--- src/design/icsp_pkg.sv ---
// Shared types, constants and frame tables for the ICSP command engine.
package icsp_pkg;

  // Wait counter, configuration and APB widths
  localparam int unsigned WAIT_BITS = 24;
  localparam int unsigned CFG_W     = 24;
  localparam int unsigned ADDR_W    = 3;
  localparam int unsigned DATA_W    = 32;

  // Configuration register indexes
  typedef enum logic {
    REG_PROG_WAIT  = 1'b0,
    REG_ERASE_WAIT = 1'b1
  } reg_idx_e;

  localparam logic [CFG_W-1:0] PROG_WAIT_RST  = 24'd45000;
  localparam logic [CFG_W-1:0] ERASE_WAIT_RST = 24'd80000;

  // Command codes
  localparam logic [3:0] CMD_LD_CFG     = 4'd0;
  localparam logic [3:0] CMD_LD_PROG    = 4'd1;
  localparam logic [3:0] CMD_LD_USER    = 4'd2;
  localparam logic [3:0] CMD_RD_PROG    = 4'd3;
  localparam logic [3:0] CMD_RD_USER    = 4'd4;
  localparam logic [3:0] CMD_INC_ADDR   = 4'd5;
  localparam logic [3:0] CMD_BEGIN      = 4'd6;
  localparam logic [3:0] CMD_ERASE1     = 4'd7;
  localparam logic [3:0] CMD_ERASE2     = 4'd8;
  localparam logic [3:0] CMD_PROT_ERASE = 4'd9;

  // Frame lengths and read frame landmarks, in half periods
  localparam logic [5:0] CMD_HALVES   = 6'd12;
  localparam logic [5:0] DATA_HALVES  = 6'd32;
  localparam logic [5:0] READ_HALVES  = 6'd32;
  localparam logic [5:0] READ_RELEASE = 6'd2;
  localparam logic [5:0] READ_RETAKE  = 6'd30;
  localparam logic [3:0] READ_BITS    = 4'd14;

  // Frame kinds of the sequencer
  typedef enum logic [2:0] {
    KIND_IDLE  = 3'd0,
    KIND_CMD   = 3'd1,
    KIND_DATA  = 3'd2,
    KIND_READ  = 3'd3,
    KIND_WAITP = 3'd4,
    KIND_WAITE = 3'd5,
    KIND_END   = 3'd6
  } kind_e;

  typedef struct packed {
    kind_e       kind;
    logic [15:0] arg;
  } op_t;

  // Input and result items
  typedef struct packed {
    logic        req_type;
    logic [3:0]  command_code;
    logic [13:0] write_word;
    logic        data_line_in;
  } in_item_t;

  typedef struct packed {
    logic        clock_level;
    logic        data_level;
    logic        data_drive;
    logic        busy_res;
    logic [13:0] read_word;
    logic        read_valid;
    logic        cmd_rejected;
  } out_item_t;

  // Configured wait lengths
  typedef struct packed {
    logic [CFG_W-1:0] program_wait;
    logic [CFG_W-1:0] erase_wait;
  } cfg_t;

  // Protected erase sequence
  localparam int unsigned PE_STEPS = 16;

  localparam kind_e PE_KIND [PE_STEPS] = '{
    KIND_CMD, KIND_DATA, KIND_CMD, KIND_CMD, KIND_CMD, KIND_CMD, KIND_CMD, KIND_CMD,
    KIND_CMD, KIND_CMD, KIND_CMD, KIND_CMD, KIND_WAITP, KIND_WAITE, KIND_CMD, KIND_CMD
  };

  localparam logic [15:0] PE_ARG [PE_STEPS] = '{
    16'h0000, 16'h7FFE, 16'h0006, 16'h0006, 16'h0006, 16'h0006, 16'h0006, 16'h0006,
    16'h0006, 16'h0001, 16'h0007, 16'h0008, 16'h0000, 16'h0000, 16'h0001, 16'h0007
  };

  // 6-bit opcode sent first for each plain command
  function automatic logic [15:0] lead_code(logic [3:0] cmd);
    logic [15:0] c;
    unique case (cmd)
      CMD_LD_CFG:   c = 16'h0000;
      CMD_LD_PROG:  c = 16'h0002;
      CMD_LD_USER:  c = 16'h0003;
      CMD_RD_PROG:  c = 16'h0004;
      CMD_RD_USER:  c = 16'h0005;
      CMD_INC_ADDR: c = 16'h0006;
      CMD_BEGIN:    c = 16'h0008;
      CMD_ERASE1:   c = 16'h0001;
      CMD_ERASE2:   c = 16'h0007;
      default:      c = 16'h0000;
    endcase
    return c;
  endfunction

  // Frame to run at a given step of a command
  function automatic op_t op_at(logic [3:0] cmd, logic [4:0] step, logic [13:0] word);
    op_t o;
    o.kind = KIND_END;
    o.arg  = '0;
    if (cmd == CMD_PROT_ERASE) begin
      if (!step[4]) begin
        o.kind = PE_KIND[step[3:0]];
        o.arg  = PE_ARG[step[3:0]];
      end
    end else if (cmd < CMD_PROT_ERASE) begin
      if (step == 5'd0) begin
        o.kind = KIND_CMD;
        o.arg  = lead_code(cmd);
      end else if (step == 5'd1) begin
        if (cmd <= CMD_LD_USER) begin
          o.kind = KIND_DATA;
          o.arg  = {1'b0, word, 1'b0};
        end else if (cmd == CMD_RD_PROG || cmd == CMD_RD_USER) begin
          o.kind = KIND_READ;
        end else if (cmd == CMD_BEGIN) begin
          o.kind = KIND_WAITP;
        end
      end
    end
    return o;
  endfunction

endpackage

--- src/design/icsp_serial_command_engine.sv ---
// Top level of the ICSP serial command engine: item registers, sequencer and APB block.
//
// Each input item is either a command request or one half-clock tick of the
// programming link, and each gives exactly one result item with the pin
// levels, busy flag, last read word and status flags. An accepted item is
// worked by the frame sequencer while it is held in the input register, and
// its result is loaded into the output register on the edge at which the
// item advances, which waits while a stalled result is still held there:
// an item passes the input register and then the output register, and one
// item a cycle is sustained while out_ready_i is high. The sequencer's state
// update is the only loop. Wait lengths are set through the APB port
// (program wait at 0x0, erase wait at 0x4) and should be written only while
// no item is in flight.
module icsp_serial_command_engine (
  input  logic                         clk_i,
  input  logic                         rst_ni,
  input  logic                         in_valid_i,
  output logic                         in_ready_o,
  input  icsp_pkg::in_item_t           in_item_i,
  output logic                         out_valid_o,
  input  logic                         out_ready_i,
  output icsp_pkg::out_item_t          out_item_o,
  input  logic                         psel,
  input  logic                         penable,
  input  logic                         pwrite,
  input  logic [icsp_pkg::ADDR_W-1:0]  paddr,
  input  logic [icsp_pkg::DATA_W-1:0]  pwdata,
  output logic [icsp_pkg::DATA_W-1:0]  prdata,
  output logic                         pready
);

  icsp_pkg::cfg_t      cfg;
  icsp_pkg::in_item_t  in_item_q;
  icsp_pkg::out_item_t out_item_q, res;
  logic                in_valid_q, out_valid_q, adv;

  icsp_cfg_regs u_cfg (
    .clk_i   (clk_i),
    .rst_ni  (rst_ni),
    .psel    (psel),
    .penable (penable),
    .pwrite  (pwrite),
    .paddr   (paddr),
    .pwdata  (pwdata),
    .prdata  (prdata),
    .pready  (pready),
    .cfg_o   (cfg)
  );

  // Work the held item when the output register can take its result
  assign adv        = in_valid_q && (!out_valid_q || out_ready_i);
  assign in_ready_o = !in_valid_q || adv;

  icsp_core u_core (
    .clk_i     (clk_i),
    .rst_ni    (rst_ni),
    .cfg_i     (cfg),
    .step_en_i (adv),
    .item_i    (in_item_q),
    .res_o     (res)
  );

  // Input register
  always_ff @(posedge clk_i or negedge rst_ni) begin
    if (!rst_ni) begin
      in_valid_q <= 1'b0;
    end else if (in_valid_i && in_ready_o) begin
      in_valid_q <= 1'b1;
    end else if (adv) begin
      in_valid_q <= 1'b0;
    end
  end

  always_ff @(posedge clk_i) begin
    if (in_valid_i && in_ready_o) in_item_q <= in_item_i;
  end

  // Output register
  always_ff @(posedge clk_i or negedge rst_ni) begin
    if (!rst_ni) begin
      out_valid_q <= 1'b0;
    end else if (adv) begin
      out_valid_q <= 1'b1;
    end else if (out_ready_i) begin
      out_valid_q <= 1'b0;
    end
  end

  always_ff @(posedge clk_i) begin
    if (adv) out_item_q <= res;
  end

  assign out_valid_o = out_valid_q;
  assign out_item_o  = out_item_q;

endmodule

--- src/design/icsp_cfg_regs.sv ---
// APB register block holding the two wait lengths.
module icsp_cfg_regs (
  input  logic                              clk_i,
  input  logic                              rst_ni,
  input  logic                              psel,
  input  logic                              penable,
  input  logic                              pwrite,
  input  logic [icsp_pkg::ADDR_W-1:0]       paddr,
  input  logic [icsp_pkg::DATA_W-1:0]       pwdata,
  output logic [icsp_pkg::DATA_W-1:0]       prdata,
  output logic                              pready,
  output icsp_pkg::cfg_t                    cfg_o
);

  logic [icsp_pkg::CFG_W-1:0] prog_wait_q;
  logic [icsp_pkg::CFG_W-1:0] erase_wait_q;
  logic                       wr_en;
  icsp_pkg::reg_idx_e         idx;

  assign pready = 1'b1;
  assign wr_en  = psel && penable && pwrite;
  assign idx    = icsp_pkg::reg_idx_e'(paddr[2]);

  // Register writes
  always_ff @(posedge clk_i or negedge rst_ni) begin
    if (!rst_ni) begin
      prog_wait_q  <= icsp_pkg::PROG_WAIT_RST;
      erase_wait_q <= icsp_pkg::ERASE_WAIT_RST;
    end else if (wr_en) begin
      unique case (idx)
        icsp_pkg::REG_PROG_WAIT:  prog_wait_q  <= pwdata[icsp_pkg::CFG_W-1:0];
        icsp_pkg::REG_ERASE_WAIT: erase_wait_q <= pwdata[icsp_pkg::CFG_W-1:0];
        default: ;
      endcase
    end
  end

  // Read mux
  always_comb begin
    unique case (idx)
      icsp_pkg::REG_PROG_WAIT:
        prdata = {{(icsp_pkg::DATA_W-icsp_pkg::CFG_W){1'b0}}, prog_wait_q};
      icsp_pkg::REG_ERASE_WAIT:
        prdata = {{(icsp_pkg::DATA_W-icsp_pkg::CFG_W){1'b0}}, erase_wait_q};
      default: prdata = '0;
    endcase
  end

  assign cfg_o.program_wait = prog_wait_q;
  assign cfg_o.erase_wait   = erase_wait_q;

endmodule

--- src/design/icsp_core.sv ---
// Frame sequencer: pin state, shift registers and wait counter, one item per enabled cycle.
module icsp_core (
  input  logic                 clk_i,
  input  logic                 rst_ni,
  input  icsp_pkg::cfg_t       cfg_i,
  input  logic                 step_en_i,
  input  icsp_pkg::in_item_t   item_i,
  output icsp_pkg::out_item_t  res_o
);

  icsp_pkg::kind_e                 kind_q, kind_d;
  logic [5:0]                      half_q, half_d, half_inc;
  logic [15:0]                     tx_q, tx_d;
  logic [13:0]                     rx_q, rx_d;
  logic [3:0]                      idx_q, idx_d;
  logic [icsp_pkg::WAIT_BITS-1:0]  wc_q, wc_d, wait_ld;
  logic [3:0]                      seq_q, seq_d;
  logic                            clk_q, clk_d, dat_q, dat_d, drv_q, drv_d;
  logic [3:0]                      cmd_q, cmd_d, sel_cmd;
  logic [13:0]                     word_q, word_d, sel_word;
  logic [13:0]                     rlatch_q, rlatch_d;
  logic                            rd_valid, rejected, start_req;
  logic [4:0]                      st;
  icsp_pkg::op_t                   op;

  // Load value of a wait frame, sized to the counter width
  function automatic logic [icsp_pkg::WAIT_BITS-1:0] wait_len(icsp_pkg::kind_e k,
                                                              icsp_pkg::cfg_t c);
    return (k == icsp_pkg::KIND_WAITP) ? icsp_pkg::WAIT_BITS'(c.program_wait)
                                       : icsp_pkg::WAIT_BITS'(c.erase_wait);
  endfunction

  function automatic logic zero_wait(icsp_pkg::op_t o, icsp_pkg::cfg_t c);
    return (o.kind == icsp_pkg::KIND_WAITP || o.kind == icsp_pkg::KIND_WAITE) &&
           (wait_len(o.kind, c) == '0);
  endfunction

  assign half_inc = half_q + 6'd1;

  // Next state for one item
  always_comb begin
    kind_d    = kind_q;
    half_d    = half_q;
    tx_d      = tx_q;
    rx_d      = rx_q;
    idx_d     = idx_q;
    wc_d      = wc_q;
    seq_d     = seq_q;
    clk_d     = clk_q;
    dat_d     = dat_q;
    drv_d     = drv_q;
    cmd_d     = cmd_q;
    word_d    = word_q;
    rlatch_d  = rlatch_q;
    rd_valid  = 1'b0;
    rejected  = 1'b0;
    start_req = 1'b0;
    st        = {1'b0, seq_q} + 5'd1;
    sel_cmd   = cmd_q;
    sel_word  = word_q;
    op        = '{kind: icsp_pkg::KIND_END, arg: '0};
    wait_ld   = '0;

    if (item_i.req_type) begin
      // new command: only taken while idle and with a known code
      if (kind_q != icsp_pkg::KIND_IDLE || item_i.command_code > icsp_pkg::CMD_PROT_ERASE) begin
        rejected = 1'b1;
      end else begin
        cmd_d     = item_i.command_code;
        word_d    = item_i.write_word;
        sel_cmd   = item_i.command_code;
        sel_word  = item_i.write_word;
        start_req = 1'b1;
        st        = 5'd0;
      end
    end else begin
      unique case (kind_q)
        icsp_pkg::KIND_CMD, icsp_pkg::KIND_DATA: begin
          clk_d = ~clk_q;
          if (!half_q[0]) begin
            dat_d = tx_q[0];
            tx_d  = {1'b0, tx_q[15:1]};
          end
          half_d = half_inc;
          if (half_inc >= ((kind_q == icsp_pkg::KIND_CMD) ? icsp_pkg::CMD_HALVES
                                                          : icsp_pkg::DATA_HALVES)) begin
            start_req = 1'b1;
          end
        end
        icsp_pkg::KIND_READ: begin
          clk_d = ~clk_q;
          if (half_q == icsp_pkg::READ_RELEASE) begin
            drv_d = 1'b0;
          end else if (half_q > icsp_pkg::READ_RELEASE && half_q < icsp_pkg::READ_RETAKE &&
                       half_q[0]) begin
            if (idx_q < icsp_pkg::READ_BITS) begin
              rx_d  = rx_q | (14'(item_i.data_line_in) << idx_q);
              idx_d = idx_q + 4'd1;
            end
          end else if (half_q == icsp_pkg::READ_RETAKE) begin
            drv_d = 1'b1;
          end
          half_d = half_inc;
          if (half_inc >= icsp_pkg::READ_HALVES) begin
            rlatch_d  = rx_d;
            rd_valid  = 1'b1;
            start_req = 1'b1;
          end
        end
        icsp_pkg::KIND_WAITP, icsp_pkg::KIND_WAITE: begin
          if (wc_q != '0) wc_d = wc_q - icsp_pkg::WAIT_BITS'(1);
          if (wc_d == '0) start_req = 1'b1;
        end
        default: ;
      endcase
    end

    // Start the next frame, stepping over waits of zero length
    if (start_req) begin
      op = icsp_pkg::op_at(sel_cmd, st, sel_word);
      if (zero_wait(op, cfg_i)) begin
        st = st + 5'd1;
        op = icsp_pkg::op_at(sel_cmd, st, sel_word);
        if (zero_wait(op, cfg_i)) begin
          st = st + 5'd1;
          op = icsp_pkg::op_at(sel_cmd, st, sel_word);
        end
      end
      wait_ld = wait_len(op.kind, cfg_i);
      half_d  = '0;
      if (op.kind == icsp_pkg::KIND_END) begin
        kind_d = icsp_pkg::KIND_IDLE;
        seq_d  = '0;
      end else begin
        unique case (op.kind)
          icsp_pkg::KIND_CMD, icsp_pkg::KIND_DATA: tx_d = op.arg;
          icsp_pkg::KIND_READ: begin
            rx_d  = '0;
            idx_d = '0;
          end
          icsp_pkg::KIND_WAITP, icsp_pkg::KIND_WAITE: wc_d = wait_ld;
          default: ;
        endcase
        kind_d = op.kind;
        seq_d  = st[3:0];
      end
    end
  end

  // State registers
  always_ff @(posedge clk_i or negedge rst_ni) begin
    if (!rst_ni) begin
      kind_q   <= icsp_pkg::KIND_IDLE;
      half_q   <= '0;
      tx_q     <= '0;
      rx_q     <= '0;
      idx_q    <= '0;
      wc_q     <= '0;
      seq_q    <= '0;
      clk_q    <= 1'b0;
      dat_q    <= 1'b0;
      drv_q    <= 1'b1;
      cmd_q    <= '0;
      word_q   <= '0;
      rlatch_q <= '0;
    end else if (step_en_i) begin
      kind_q   <= kind_d;
      half_q   <= half_d;
      tx_q     <= tx_d;
      rx_q     <= rx_d;
      idx_q    <= idx_d;
      wc_q     <= wc_d;
      seq_q    <= seq_d;
      clk_q    <= clk_d;
      dat_q    <= dat_d;
      drv_q    <= drv_d;
      cmd_q    <= cmd_d;
      word_q   <= word_d;
      rlatch_q <= rlatch_d;
    end
  end

  // Result item
  assign res_o.clock_level  = clk_d;
  assign res_o.data_level   = dat_d;
  assign res_o.data_drive   = drv_d;
  assign res_o.busy_res     = (kind_d != icsp_pkg::KIND_IDLE);
  assign res_o.read_word    = rlatch_d;
  assign res_o.read_valid   = rd_valid;
  assign res_o.cmd_rejected = rejected;

endmodule

--- config.mk ---
export PLATFORM = sky130hd
export DESIGN_NAME = icsp_serial_command_engine
export DESIGN_NICKNAME = d
export VERILOG_FILES = /design/src/design/icsp_pkg.sv /design/src/design/icsp_serial_command_engine.sv /design/src/design/icsp_cfg_regs.sv /design/src/design/icsp_core.sv
export SDC_FILE = /design/constraint.sdc
export NUM_CORES = 1
export LEC_CHECK = 0
export ABC_CLOCK_PERIOD_IN_PS = 6850
export BUFFER_PORTS_ARGS = -buffer_cell sky130_fd_sc_hd__buf_4
export CORE_MARGIN = 4
export CORE_UTILIZATION = 60
export DETAILED_ROUTE_END_ITERATION = 10
export PLACE_DENSITY = 0.87
export SYNTH_ARGS = -nofsm -noshare
export SYNTH_HDL_FRONTEND = slang
export SYNTH_HIERARCHICAL = 1
export SYNTH_SLANG_ARGS = --single-unit
--- constraint.sdc ---
create_clock -name clk_i -period 6.85 [get_ports clk_i]
set_input_delay 0.685 -clock clk_i [delete_from_list [all_inputs] [get_ports clk_i]]
set_output_delay 0.685 -clock clk_i [all_outputs]
set_load 0.005 [all_outputs]
**Yosys cells after proc, flatten, opt, wreduce, memory -nomap -nowiden**

Memories as Yosys holds them, arrays and structs flattened.
Cells that the tools add are included.

- Bits in registers: 196
- Output and inout bits: 55
- Memories kept: 9
- Bits of input ports: 62
- ROM bits: 1104

- $add $sub $neg: 6
- Magnitude comparators: 11
- Equal/unequal tests: 25
- Bitwise gates (word level): 7
- Shift operators: 1
- Mux-type cells: 110
- Reductions and logical operators: 38

Memory list:

| memory | depth | bits a word | rd ports | clocked after Yosys merged registers in | wr ports | line | RTL |
|---|---|---|---|---|---|---|---|
| (no name shown) | 16 | 16 | 1 | 0 | 0 | icsp_pkg.sv:118 | `o.arg = PE_ARG[step[3:0]];` |
| (no name shown) | 16 | 16 | 1 | 0 | 0 | icsp_pkg.sv:118 |  |
| (no name shown) | 16 | 16 | 1 | 0 | 0 | icsp_pkg.sv:118 |  |
| (no name shown) | 16 | 4 | 1 | 0 | 0 | icsp_pkg.sv:95 | `unique case (cmd)` |
| (no name shown) | 16 | 4 | 1 | 0 | 0 | icsp_pkg.sv:95 |  |
| (no name shown) | 16 | 4 | 1 | 0 | 0 | icsp_pkg.sv:95 |  |
| 3 more memories | - | - | - | - | - | - |  |

Operators with widths:

| operator | count |
|---|---|
| 19-bit two-way mux | 21 |
| 24-bit two-way mux | 11 |
| 16-bit two-way mux | 12 |
| 14-bit two-way mux | 13 |
| 24-bit logical NOT | 3 |
| 32-bit one-hot mux with 2 select lines | 1 |
| 4-bit two-way mux | 13 |
| 3-bit two-way mux | 10 |
| 3-bit == test (second input constant) | 9 |
| 6-bit two-way mux | 4 |
| 24-bit nonzero test | 1 |
| 24-bit by 1-bit subtractor with 24-bit output (second input constant) | 1 |
| 1-bit two-way mux | 20 |
| 5-bit by 1-bit == test with 1-bit output (second input constant) | 3 |
| 5-bit >= comparator (second input constant) | 3 |
| 5-bit logical NOT | 3 |
| 15-bit two-way mux | 1 |
| 4-bit NOT with 5-bit output | 3 |
| 14-bit bitwise OR | 1 |
| 1-bit by 4-bit left shift with 14-bit output | 1 |
| 3-bit by 2-bit == test with 1-bit output (second input constant) | 4 |
| 5-bit by 1-bit adder with 5-bit output (second input constant) | 2 |
| 5-bit two-way mux | 2 |
| 2-bit OR reduction | 5 |
| 28 further kinds | 51 |

**Longest topological paths before layout**

Gate-level depths: netlist of run 1.

- Word-level depth: 31
- Mapped depth: 23
- Mapped depth without buffers: 17

**Modules after synthesis**

Netlist of run 1, hierarchy kept.

By module, submodules not included:

| module | area each (um^2) | cells an instance | instances |
|---|---|---|---|
| icsp_core | 7948.9 | 915 | 1 |
| icsp_cfg_regs | 2290.9 | 140 | 1 |
| icsp_serial_command_engine | 1305.0 | 48 | 1 |

**Worst setup path before layout of run 1**

OpenSTA, ideal clock, no wires.

- Path type: flip-flop to flip-flop
- Start point: reg u_core.kind_q[2]
- End point: reg u_core.tx_q[10]
- Clock period less this slack: 5.952 ns
- Library setup time: 0.123 ns
- Buffers on the path: 5
- Data arrival time: 5.830 ns
- Data required time: 6.727 ns
- Stages on the path, launching flop included: 23
- Slack: 0.898 ns
- Path through: dfrtp_1 -> or4b_1 -> buf_4 -> nor2_4 -> buf_4 -> clkbuf_1 -> buf_1 -> mux2i_1 -> inv_1 -> ha_1 -> or3b_2 -> a21oi_1 -> o21ai_2 -> nor2_1 -> a311oi_4 -> mux2i_2 -> nor3_1 -> a311oi_4 -> xnor2_1 -> nor3_4 -> nand3b_4 -> buf_6 -> o221a_2

- Cells in the longest elaborated chain, start to end: 26
- Elaborated cells between the ends (all ways): 103

Ends and longest elaborated chain:

| what | line | RTL |
|---|---|---|
| start, declared | icsp_core.sv:11 | `icsp_pkg::kind_e kind_q, kind_d;` |
| start signal, assigned | icsp_core.sv:153 | `kind_q <= icsp_pkg::KIND_IDLE;` |
| start signal, assigned | icsp_core.sv:167 | `kind_q <= kind_d;` |
| parallel branches: the longest is 25 deep, another holds 5-bit by 1-bit adder with 5-bit output | - |  |
| 16-bit two-way mux * | icsp_core.sv:119 | `if (start_req) begin` |
| end signal, assigned | icsp_core.sv:169 | `tx_q <= tx_d;` |
| end, declared | icsp_core.sv:13 | `logic [15:0] tx_q, tx_d;` |

Mark *: on every way between the ends. The select of a mux whose other input is x is not followed.
A chain may end at the register's enable or synchronous reset.

**Final worst setup path of run 1**

- Start point: reg u_core.kind_q[0]
- End point: reg u_core/wc_q[19] (netlist bit)

- Cells in the longest elaborated chain, start to end: 26
- Elaborated cells between the ends (all ways): 92

Ends and longest elaborated chain:

| what | line | RTL |
|---|---|---|
| parallel branches: the longest is 25 deep, another holds 5-bit by 1-bit adder with 5-bit output | - |  |
| 24-bit two-way mux * | icsp_core.sv:119 |  |
| end signal, assigned | icsp_core.sv:172 | `wc_q <= wc_d;` |
| end, declared | icsp_core.sv:16 | `logic [icsp_pkg::WAIT_BITS-1:0] wc_q, wc_d, wait_ld;` |

Marked as above.

==> results.md, run 1 <==
* Outcome: finished clean
* HP Class: in2async
* Critical Path AT at 6.30 ns
* Max_slew headroom at 40.6%
* CTS tree: built
* I/O pin count at 117
* # port buffers at 97
* Initial core utilization at 61.3%
* Peak VDD IR at 0.000204 V
* Largest cells by area after synthesis: dfrtp_1 (31%), edfxtp_1 (10%), mux2_2 (8.4%)
* Worst skew pair latency at 0.44 ns
* Placed Instances at 1414
* Synthesized area at 11500 um2
* Initial antenna violation count at 0
* Least-Margin Pin Slew at 0.892 ns
* Crit path to: u_core/wc_q[19]
* Remaining Overflow, GRT at 0
* Via/cell ratio at 6.26
* Synth area leader: dfrtp_1
* Final Setup Violations at 0
* Clock-pin slew on the worst setup and hold paths at 0.08 ns
* Worst r2r src: u_core/kind_q[0]
* Maximum fanout along the worst path at 14
* Site Rows at 50
* Hpwl dp at 19.1 mm
* Height of the die at 147 um
* Final Slew Violations at 0
* Vias at 9059
* Synth top area share at 30.6%
* Residual DRC at 0
* Final Core Density at 68.8%
* Vias in the first global route at 8919
* N_diodes at 0
* Setup TNS at 0 ns
* Post-synthesis sequential area ratio at 44.4%
* Post-layout total power at 0.00494 W
* Worst r2r path cells at 17
* Synth Flop Type: dfrtp_1
* Final net count at 1259
* H-tree Lvls at 4
* Hold_ws at 0.283 ns
* Ys Warns at 6
* CTS buffer count at 17
* Avg Inst Size Synth at 10.5 um2
* First-pass GRT wire length at 44.7 mm
* FF+latch count, synth at 196
* Worst clock skew at 0.00989 ns
* Antenna Nets Post-Route at 0
* CTS max path bufs at 2
* Synth Instances at 1103
* Die ar. at 21500 um2
* Synth-to-Final Area Change at 12.3%
* Die W at 147 um
* Period utilization at 87.7%
* CP Class: reg2reg
* Share of async-settable or async-resettable flops after synthesis at 79.6%
* Layout cell share with drive strength beyond 1 at 27.0%
* GPL Wtd Cong at 0.939
* Largest net degree at the start of global routing at 95
* Worst setup path start: u_core/kind_q[0]
* Unique masters post-synth at 95
* # hold bufs at CTS at 0
* Filler cell count at 1388
* R2r setup slk at 0.84 ns
* MaxCap Viol Count at 0
* FMAX at 166 MHz
* Pwr dens at 381 nW/um2
* Total core area at 18800 um2
* Clock sinks at 196
* Non-Filler Instances at 1446
* DRT Wirelength at 27.3 mm
* Reg2reg end: u_core/wc_q[19]
* Drt first pass iters at 5
* Post-synth EDFFs at 40
* Post-CTS Setup Inserts at 0
* Post-layout min period at 6.01 ns
* Drt wl/cell at 18.9 um
* Critical path endpoint category: register
* Final Hold Viols at 0
* CTS resizes at 0
* Initial DRC count at 798
* All-Layer GR Usage at 25.1%
* Unrepaired setup endpoints after global routing: false
* Startpoint Class: register
* Req. time, crit path at 7.14 ns
* LEAKAGE at 5.59 nW
* Root Driver: clkbuf_16
-- stage by stage --
step	worst slack (ns)	cell area, um2
finish	0.842	13000
global route	0.452	13000
detailed placement	0.974	12400
CTS	0.896	13000
floorplan	0.898	11600
global placement	1.05	12400
-- report_power, final --
part / total, W / internal [W] / leakage, nW / switching, W
clock network: 0.00100 / 0.000495 / 0.289 / 0.000508
logic: 0.00217 / 0.000936 / 2.99 / 0.00123
registers: 0.00177 / 0.00148 / 2.32 / 0.000288
total: 0.00494 / 0.00292 / 5.59 / 0.00203
-- Yosys cell counts (18+ instances only) --
cell type	number
dfrtp_1	141
nand2_1	116
mux2_2	86
nor2_1	67
o21ai_0	60
a21oi_1	47
mux2i_1	42
edfxtp_1	40
clkbuf_1	34
nor3_1	32
inv_1	31
o211ai_1	28
ha_1	24
nand3_1	23
mux2_4	20
buf_4	19
nor4_1	18
-- worst min path at each step --
stage	start	to	slack [ns]	cells past startpoint
floorplan	rst_ni	in_valid_q	0.39	0
global placement	u_core/clk_q	u_core/clk_q	0.48	1
detailed placement	u_core/rx_q[0]	u_core/rx_q[0]	0.49	2
CTS	rst_ni	u_core/seq_q[0]	0.34	1
global route	rst_ni	u_core/seq_q[0]	0.38	1
finish	rst_ni	u_core/seq_q[0]	0.28	1
-- sequential cells by signal, summed over array words and instances, names as in the netlist --
register	cells
u_core/idx_q	4
u_core/clk_q	1
u_cfg/prog_wait_q	24
u_core/rx_q	14
u_core/rlatch_q	14
u_core/seq_q	4
u_core/kind_q	3
u_core/half_q	6
in_item_q	20
u_core/dat_q	1
in_valid_q	1
u_core/wc_q	24
out_item_o	20
u_cfg/erase_wait_q	24
u_core/cmd_q	4
out_valid_o	1
u_core/drv_q	1
u_core/word_q	14
u_core/tx_q	16
-- layout make-up --
cell class / count / area, um2 / area share (%)
Clock buffer: 17 / 425 / 3.28
Clock inverter: 15 / 178 / 1.37
Inverter: 31 / 116 / 0.898
Multi-Input combinational cell: 812 / 5930 / 45.7
Sequential cell: 196 / 5120 / 39.5
Tap cell: 260 / 325 / 2.51
Timing Repair Buffer: 115 / 867 / 6.69
-- worst max-delay path, stage by stage, from the launching register on --
cell and delay, ns:
dfrtp_1 0.53, or4b_1 0.77, nor2_4 0.17, mux2i_1 0.42, inv_1 0.14, ha_1 0.28, or3b_2 0.47, a21oi_1 0.19
o21ai_2 0.10, nor2_1 0.30, a311oi_4 0.19, mux2i_2 0.24, nor2_2 0.55, a2bb2oi_2 0.34, nand3_2 0.45, buf_4 0.38
mux2i_1 0.20, o211ai_1 0.10
-- routing by layer --
| layer | share of wire (%) | GRT usage, % | up-vias | routed length (um) |
|---|---|---|---|---|
| met4 | 2.5 | 8.56 | 0 | 674 |
| met2 | 49 | 42.0 | 359 | 13200 |
| met3 | 5.9 | 3.39 | 62 | 1600 |
| met5 | 0 | 0 | - | 0 |
| met1 | 43 | 34.0 | 4407 | 11800 |
| li1 | - | - | 4231 | - |
-- cells in the final DEF, fill, tap and decap left out, types with 28 or more instances in the layout --
master	Yosys	layout
o211ai_1	28	28
dfrtp_1	141	141
mux2_2	86	86
nand2_1	116	116
nor2_1	67	67
mux2i_1	42	42
inv_1	31	31
a21oi_1	47	47
buf_4	19	114
o21ai_0	60	60
nor3_1	32	32
edfxtp_1	40	40
-- kinds of logic (layout without fill, tap and decap cells) --
family / after synthesis / in the layout / synth area share (%)
flip-flops: 196 / 196 / 44.4
buffers and inverters: 102 / 178 / 4.53
AND/OR/NAND/NOR: 355 / 355 / 16.1
other: 2 / 9 / 0.0651
multiplexers: 150 / 150 / 14.8
AO/OA/AOI/OAI: 254 / 254 / 16.0
adder cells (fa/ha/maj): 24 / 24 / 2.60
XOR/XNOR: 20 / 20 / 1.52
No activity file was read; power rests on OpenSTA's default activity.
==> inputs of run 2 (changes only) <==
ABC_CLOCK_PERIOD_IN_PS = 7000   (was 6850)
CORE_UTILIZATION = 65   (was 60)
PLACE_DENSITY = 0.93   (was 0.87)
clock period = 7 ns   (was 6.85 ns; I/O delays follow)
==> run 2 against run 1 <==
Net effect:
- total power is 0.63% lower
- hold slack better by 0.010 ns
- clock skew is 0.0096 ns higher
- maximum frequency is 7.6% lower
- sequential cell count stayed put
- critical path depth is 1 lower
- setup slack worse by 0.35 ns
- via count is 2.9% higher
- combinational power is 3% lower
- non-clock buffer count is 6 lower
- core utilization is 5.6 points higher
- clock power is 6% higher
==> results.md, run 2 (synthesis gave the netlist of run 1 again) <==
* Outcome: finished clean
* Maximum fanout along the worst path at 15
* Startpoint Class: register
* Residual DRC at 0
* Pwr dens at 380 nW/um2
* I/O pin count at 117
* Die W at 141 um
* Critical path endpoint category: register
* Worst skew pair latency at 0.45 ns
* # port buffers at 97
* Post-CTS Setup Inserts at 0
* FMAX at 154 MHz
* Site Rows at 48
* Worst setup path start: u_core/kind_q[1]
* Crit path to: u_core/rx_q[9]
* Initial DRC count at 854
* Layout cell share with drive strength beyond 1 at 26.7%
* Total core area at 17400 um2
* Vias in the first global route at 9350
* Via/cell ratio at 6.63
* CTS max path bufs at 2
* CTS resizes at 0
* LEAKAGE at 5.59 nW
* All-Layer GR Usage at 29.2%
* Height of the die at 141 um
* Vias at 9320
* Drt first pass iters at 5
* Max_slew headroom at 26.1%
* Hold_ws at 0.293 ns
* Crit-path most repeated cell: a311oi_4
* Worst clock skew at 0.0195 ns
* # hold bufs at CTS at 0
* Post-layout min period at 6.50 ns
* Worst setup margin at 0.496 ns
* FF+latch area at 5120 um2
* WP depth at 16
* Period utilization at 92.9%
* Least-Margin Pin Slew at 1.10 ns
* Final Setup Violations at 0
* Most frequent cells in the layout: dfrtp_1 (141), nand2_1 (116), buf_4 (108)
* Slowest stage cell, crit path: nor4_1
* Worst r2r path cells at 16
* R2r setup slk at 0.50 ns
* CP Class: reg2reg
* Final Slew Violations at 0
* H-tree Lvls at 4
* Critical Path, Cell by Cell: or4b_1 > nor2_4 > mux2i_1 > inv_1 > ha_1 > or3b_2 > a21oi_1 > o21ai_2 > nor2_1 > a311oi_4 > mux2i_2 > nor2_2 > a311oi_4 > nor4_1 > and2_0 > o21ai_0
* Final Hold Viols at 0
* Initial core utilization at 66.5%
* Die ar. at 20000 um2
* Multi-input gate area at 5930 um2
* Most common cell after layout, fill and taps aside: dfrtp_1
* Antenna Nets Post-Route at 0
* N_diodes at 0
* Final net count at 1253
* Largest registers: u_cfg/erase_wait_q: 24 flops, u_cfg/prog_wait_q: 24 flops, u_core/wc_q: 24 flops
* Worst r2r src: u_core/kind_q[1]
* Synth-to-Final Area Change at 11.9%
* Clock sinks at 196
* DRT Wirelength at 29.1 mm
* Worst path buffer plus inverter count at 1
* CTS tree: built
* GPL Wtd Cong at 0.958
* HP Class: in2async
* Hpwl dp at 19.8 mm
* Remaining Overflow, GRT at 0
* Initial antenna violation count at 0
* Non-Filler Instances at 1405
* Critical Path AT at 6.79 ns
* Critical path's top delay family: simple AND/OR/NAND/NOR gates
* Root Driver: clkbuf_16
* Worst slack, placed at 0.792 ns
* Placed Instances at 1373
* Largest net degree at the start of global routing at 105
* Max incr delay on CP at 0.76 ns
* Reg2reg end: u_core/rx_q[9]
* Drt wl/cell at 20.7 um
* Req. time, crit path at 7.28 ns
* CTS buffer count at 17
* Clock-pin slew on the worst setup and hold paths at 0.08 ns
* Filler cell count at 1125
* Peak VDD IR at 0.000236 V
* Final Cell Area at 12900 um2
* Unrepaired setup endpoints after global routing: false
* Setup TNS at 0 ns
* First-pass GRT wire length at 47.0 mm
* DP Area at 12300 um2
* MaxCap Viol Count at 0
==> run 2: cell types whose count changed in the layout (fill, tap and decap cells not counted), sizes merged <==
cell      change
inv           +4
buf           -6
clkinv        -3
clkinvlp      -1
==> run 2: area by class of cell <==
class | count | share of cell area, %
multi-input combinational | 812 | 45.9
sequential | 196 | 39.7
timing repair buffer | 109 | 6.36
clock buffer | 17 | 3.29
tap | 225 | 2.18
clock inverter | 15 | 1.72
inverter | 31 | 0.901
==> run 2: metrics by stage <==
| stage | power [W] | utilization [%] |
|---|---|---|
| after global placement | 0.00372 | 70.7 |
| after global routing | 0.00518 | 74.4 |
| final | 0.00491 | 74.4 |
| after CTS | 0.00488 | 74.4 |
| after detailed placement | 0.00380 | 70.7 |
| after floorplan | 0.00324 | - |
==> run 2: worst min-delay path by stage <==
stage	start	end	slack, ns	cells after the start
final	rst_ni	u_core/seq_q[2]	0.29	1
after global routing	rst_ni	u_core/seq_q[3]	0.41	1
after CTS	rst_ni	u_core/seq_q[0]	0.41	1
after detailed placement	u_core/rx_q[12]	u_core/rx_q[12]	0.49	2
after global placement	u_core/rx_q[8]	u_core/rx_q[8]	0.48	2
after floorplan	rst_ni	in_valid_q	0.40	0
==> run 2: worst reg2reg max path: stages, from the launching register on <==
cell,delay [ns]
dfrtp_1,0.54
or4b_1,0.76
nor2_4,0.18
mux2i_1,0.43
inv_1,0.13
ha_1,0.26
or3b_2,0.47
a21oi_1,0.20
o21ai_2,0.10
nor2_1,0.31
a311oi_4,0.19
mux2i_2,0.25
nor2_2,0.55
a311oi_4,0.27
nor4_1,0.76
and2_0,0.70
o21ai_0,0.24
==> run 2: per-layer routing <==
layer	global-route usage [%]	up-vias	share of wire [%]
li1	-	4206	-
met5	0	-	0
met2	49.4	442	50
met1	37.1	4583	40
met4	13.0	0	3.8
met3	4.72	89	6.7
==> run 2: report_power, final <==
group	switching, W	total [W]	leakage, nW	internal [W]
sequential	0.000292	0.00174	2.32	0.00145
clock	0.000550	0.00106	0.312	0.000509
combinational	0.00121	0.00211	2.96	0.000903
total	0.00205	0.00491	5.59	0.00287
